## src/hw/rtl/ash_pkg.sv

```systemverilog
// ash_pkg: constants, register indexes and shared types of the arx stream hash
// depends on nothing; imported by every module of the block

package ash_pkg;

  localparam logic [63:0] HASH_P  = 64'h9E3779B97F4A7C15;
  localparam logic [63:0] HASH_M1 = 64'h85EBCA77C2B2AE3D;
  localparam logic [63:0] HASH_M2 = 64'hBF58476D1CE4E5B9;

  localparam int SHIFT_W   = 6;
  localparam int CFG_IDX_W = 8;

  localparam logic [SHIFT_W-1:0] SHIFT_ONE_RST   = 6'd29;
  localparam logic [SHIFT_W-1:0] SHIFT_TWO_RST   = 6'd31;
  localparam logic [SHIFT_W-1:0] SHIFT_THREE_RST = 6'd37;
  localparam logic [SHIFT_W-1:0] SHIFT_FOUR_RST  = 6'd41;

  localparam logic [CFG_IDX_W-1:0] REG_SHIFT_ONE   = 8'd0;
  localparam logic [CFG_IDX_W-1:0] REG_SHIFT_TWO   = 8'd1;
  localparam logic [CFG_IDX_W-1:0] REG_SHIFT_THREE = 8'd2;
  localparam logic [CFG_IDX_W-1:0] REG_SHIFT_FOUR  = 8'd3;

  localparam logic CMD_START = 1'b0;
  localparam logic CMD_DATA  = 1'b1;

  localparam int QUEUE_DEPTH = 2;
  localparam int QUEUE_AW    = $clog2(QUEUE_DEPTH);

  typedef struct packed {
    logic        start;
    logic [63:0] a;
    logic [63:0] b;
  } mul_req_t;

  typedef struct packed {
    logic        done;
    logic [63:0] result;
  } mul_rsp_t;

endpackage

```

## src/hw/rtl/ash_fifo.sv

```systemverilog
// ash_fifo: short queue of merged lane values between front and back
// depends on ash_pkg

module ash_fifo (
  input  logic        clk,
  input  logic        rst,
  input  logic        push_valid,
  output logic        push_ready,
  input  logic [63:0] push_data,
  output logic        pop_valid,
  input  logic        pop_ready,
  output logic [63:0] pop_data
);
  import ash_pkg::*;

  logic [63:0]         mem [QUEUE_DEPTH];
  logic [QUEUE_AW-1:0] wr_ptr;
  logic [QUEUE_AW-1:0] rd_ptr;
  logic [QUEUE_AW:0]   count;
  logic                do_push;
  logic                do_pop;

  assign push_ready = count != (QUEUE_AW+1)'(QUEUE_DEPTH);
  assign pop_valid  = count != '0;
  assign pop_data   = mem[rd_ptr];
  assign do_push    = push_valid && push_ready;
  assign do_pop     = pop_valid && pop_ready;

  always_ff @(posedge clk) begin
    if (rst) begin
      wr_ptr <= '0;
      rd_ptr <= '0;
      count  <= '0;
    end else begin
      if (do_push) begin
        wr_ptr <= wr_ptr + 1'b1;
      end
      if (do_pop) begin
        rd_ptr <= rd_ptr + 1'b1;
      end
      case ({do_push, do_pop})
        2'b10: count <= count + 1'b1;
        2'b01: count <= count - 1'b1;
        default: ;
      endcase
    end
  end

  always_ff @(posedge clk) begin
    if (do_push) begin
      mem[wr_ptr] <= push_data;
    end
  end

endmodule

```

## config.mk

```make
export PLATFORM = sky130hd
export DESIGN_NAME = ash_fifo
export DESIGN_NICKNAME = d
export VERILOG_FILES = /design/src/hw/rtl/ash_pkg.sv /design/src/hw/rtl/ash_fifo.sv
export SDC_FILE = /design/constraint.sdc
export NUM_CORES = 1
export LEC_CHECK = 0
export BUFFER_PORTS_ARGS = -buffer_cell sky130_fd_sc_hd__buf_4
export CAP_MARGIN = 30
export CORE_AREA = 2 2 102 104
export DETAILED_ROUTE_END_ITERATION = 12
export DIE_AREA = 0 0 104 106
export GPL_TIMING_DRIVEN = 0
export PLACE_DENSITY = 0.85
export SETUP_SLACK_MARGIN = 0.2
export SYNTH_ARGS = -nofsm -noshare
export SYNTH_HDL_FRONTEND = slang
export SYNTH_SLANG_ARGS = --single-unit
```

## constraint.sdc

```tcl
create_clock -name clk -period 4.33 [get_ports clk]
set_clock_uncertainty 0.05 [all_clocks]
set_input_delay 0.866 -clock clk [delete_from_list [all_inputs] [get_ports clk]]
set_output_delay 0.866 -clock clk [all_outputs]
set_load 0.01 [all_outputs]
```

==> out/metrics.cfg <==
[status]
status=finished, final reports clean

[route]
drtIter0Drc=119
wl_per_cell_um=16.0
routed-via-count=2548
finalWirelength_um=8380
firstDrtPassIters=4
viasPerCell=4.85
drtAntennaViolNets=0
drc_errors=0

[global_routing]
grt-busiest-layer=met2
grt_max_degree=65
use_met2_pct=27.1
grt_use_met1_pct=18.2
use_met3_pct=5.15
antenna_found_initial=0
track_usage_pct=15.9
grt_first_pass_wirelength_um=13200
grt_pass1_vias=2712
overflow=0

[synthesis]
synth-edff-count=128
synthMostInstantiatedCell=edfxtp_1
synth-seq-area-share_pct=81.8
synth_compound_area_share_pct=0.675
yosys-mux-area-fraction_pct=14.9
syn_area_um2=4820
synth_seq_cells=133
synthTopCellsByCount=edfxtp_1, mux2_2, buf_2
synth_top_family_by_area=multiplexers
netlist_instances=223
synthArstFlopShare_pct=0
yosys.area_share.simple_pct=0.986
synth_warnings=0
synth_xor_area_share_pct=0.545
syn_avg_cell_area_um2=21.6
synth_flop_cell=edfxtp_1
synth_top_area_share_pct=79.7
synthAdderAreaFrac_pct=0.259
synth.top_cells.by_area=edfxtp_1, mux2_2, dfxtp_1, buf_2, xnor2_1
synth_top_area_cell=edfxtp_1
syn-num-nets=292
yosys.cell_types.count=19

[job]
max_cap_viol_count=0

[clock_tree]
ctsRootBufferMaster=clkbuf_8
clk_latency_ns=0.50
cts_buffer_depth=2
clock_sinks=133
cts_resized=0
cts_buffers=17
hold_buffers=0
path_clk_slew_ns=0.05
cts_tree=yes
cts.htree.levels=4
cts_setup_buffers=0

[setup_path]
r2r_setup_slack_ns=2.27
endpoint=pop_data[61]
end_kind=output port
crit_path_start_kind=flop
reg2regPathDepth=4
crit_arrival_ns=1.83
crit_fanout=10
critical_path_required_ns=3.41
r2r_start=count[0]
critical_path_class=flop to output port
r2r_end=mem[0][11]

[timing]
fin_setup_tns_ns=0
hold_viol=0
timing.fmax_mhz=364
setup_viol_count_final=0
fin_crit_sh_pct=63.5
slew_viol_final=0
rsz0062_at_grt=false
tightestPinTransition_ns=0.887
slew_headroom_pct=40.9
period_needed_ns=2.75

[finish]
area_growth_syn_to_layout_pct=36.9
antenna_cells=0
final_nets=445
fillers=707
fin_util_pct=66.0
drive_gt1_share_pct=59.9

[power]
vdd.ir_drop.worst_v=0.000461
leakagePower_nw=2.49
p_per_area_nw_per_um2=627
p_total_mw=4.14

[hold_path]
min_path_type=flop to flop
hp-start=rd_ptr

[die]
die_area_um2=11000
die_w_um=104
io_pins=134
die_h_um=106
rows=37
initial_core_util_pct=48.2
coreArea_um2=10000

[placement]
dp_hpwl_um=5460
portBuffers=133
globalplace.congestion=0.686

==> worst min-delay path by stage <==
| stage | endpoint | cells after the start |
|---|---|---|
| final | flop | 2 |
| after floorplan | count[1] | 2 |
| after global placement | rd_ptr | 2 |
| after CTS | mem[0][47] | 1 |
| after global routing | mem[1][52] | 1 |
| after detailed placement | flop | 2 |
==> metal layers <==
layer  vias up  share of wire, %
li1       1184                 -
met4         0               1.3
met5         -                 0
met2        85                52
met3         9               5.7
met1      1270                41
==> area by class of cell <==
class / instances / area, µm² / area share, %
well taps: 136 / 170 / 2.58
flip-flops and latches: 133 / 3940 / 59.7
inverters: 1 / 3.75 / 0.0569
multi-input cells: 82 / 845 / 12.8
clock inverters: 11 / 158 / 2.39
plain buffers: 7 / 35.0 / 0.531
clock buffers: 21 / 429 / 6.50
repair buffers: 134 / 1020 / 15.4
==> cells in the final DEF (no fill, tap or decap) <==
cell,instances
a21bo_2,1
a21oi_1,2
and3_4,1
buf_12,1
buf_2,7
buf_4,133
bufinv_16,4
clkbuf_1,4
clkbuf_16,16
clkbuf_8,1
clkinv_1,4
clkinv_2,1
clkinv_4,2
dfxtp_1,5
edfxtp_1,128
ha_1,1
inv_2,1
mux2_2,64
nand2_1,1
nand2b_1,1
nand3b_1,1
nor2_1,3
o21a_1,1
o21ai_0,1
or2_2,1
or3_1,1
xnor2_1,2
xor2_1,1
==> critical path: stages, from the launching register on <==
cell and delay, ns:
dfxtp_1 0.30, buf_2 0.22, buf_2 0.30, mux2_2 0.38, buf_4 0.15
==> report_power, final <==
group          internal (mW)  total [mW]  switching, mW
logic                  0.569        1.06          0.496
registers               1.63        1.68         0.0478
clock network          0.927        1.40          0.472
total                   3.12        4.14           1.02
==> flip-flops by register name, indices dropped and copies added, names as in the netlist, named ones only <==
register  count
count         2
mem         128
rd_ptr        1
wr_ptr        1
==> logic make-up after synthesis <==
kind of cell             count (synthesis)
AO/OA/AOI/OAI                            5
XOR/XNOR                                 3
adder cells (fa/ha/maj)                  1
buffers and inverters                    8
flip-flops                             133
multiplexers                            64
AND/OR/NAND/NOR                          9
==> per-stage QoR <==
stage	instance area [µm²]	std cells	setup slack (ns)	hold slack, ns
floorplan	4820	223	1.43	0.424
global placement	5990	492	0.572	0.447
detailed placement	6020	493	1.97	0.463
CTS	6600	525	1.52	0.473
global route	6600	525	1.45	0.471
finish	6600	525	1.58	0.476
Note: power is estimated with default switching activity, not from simulation.
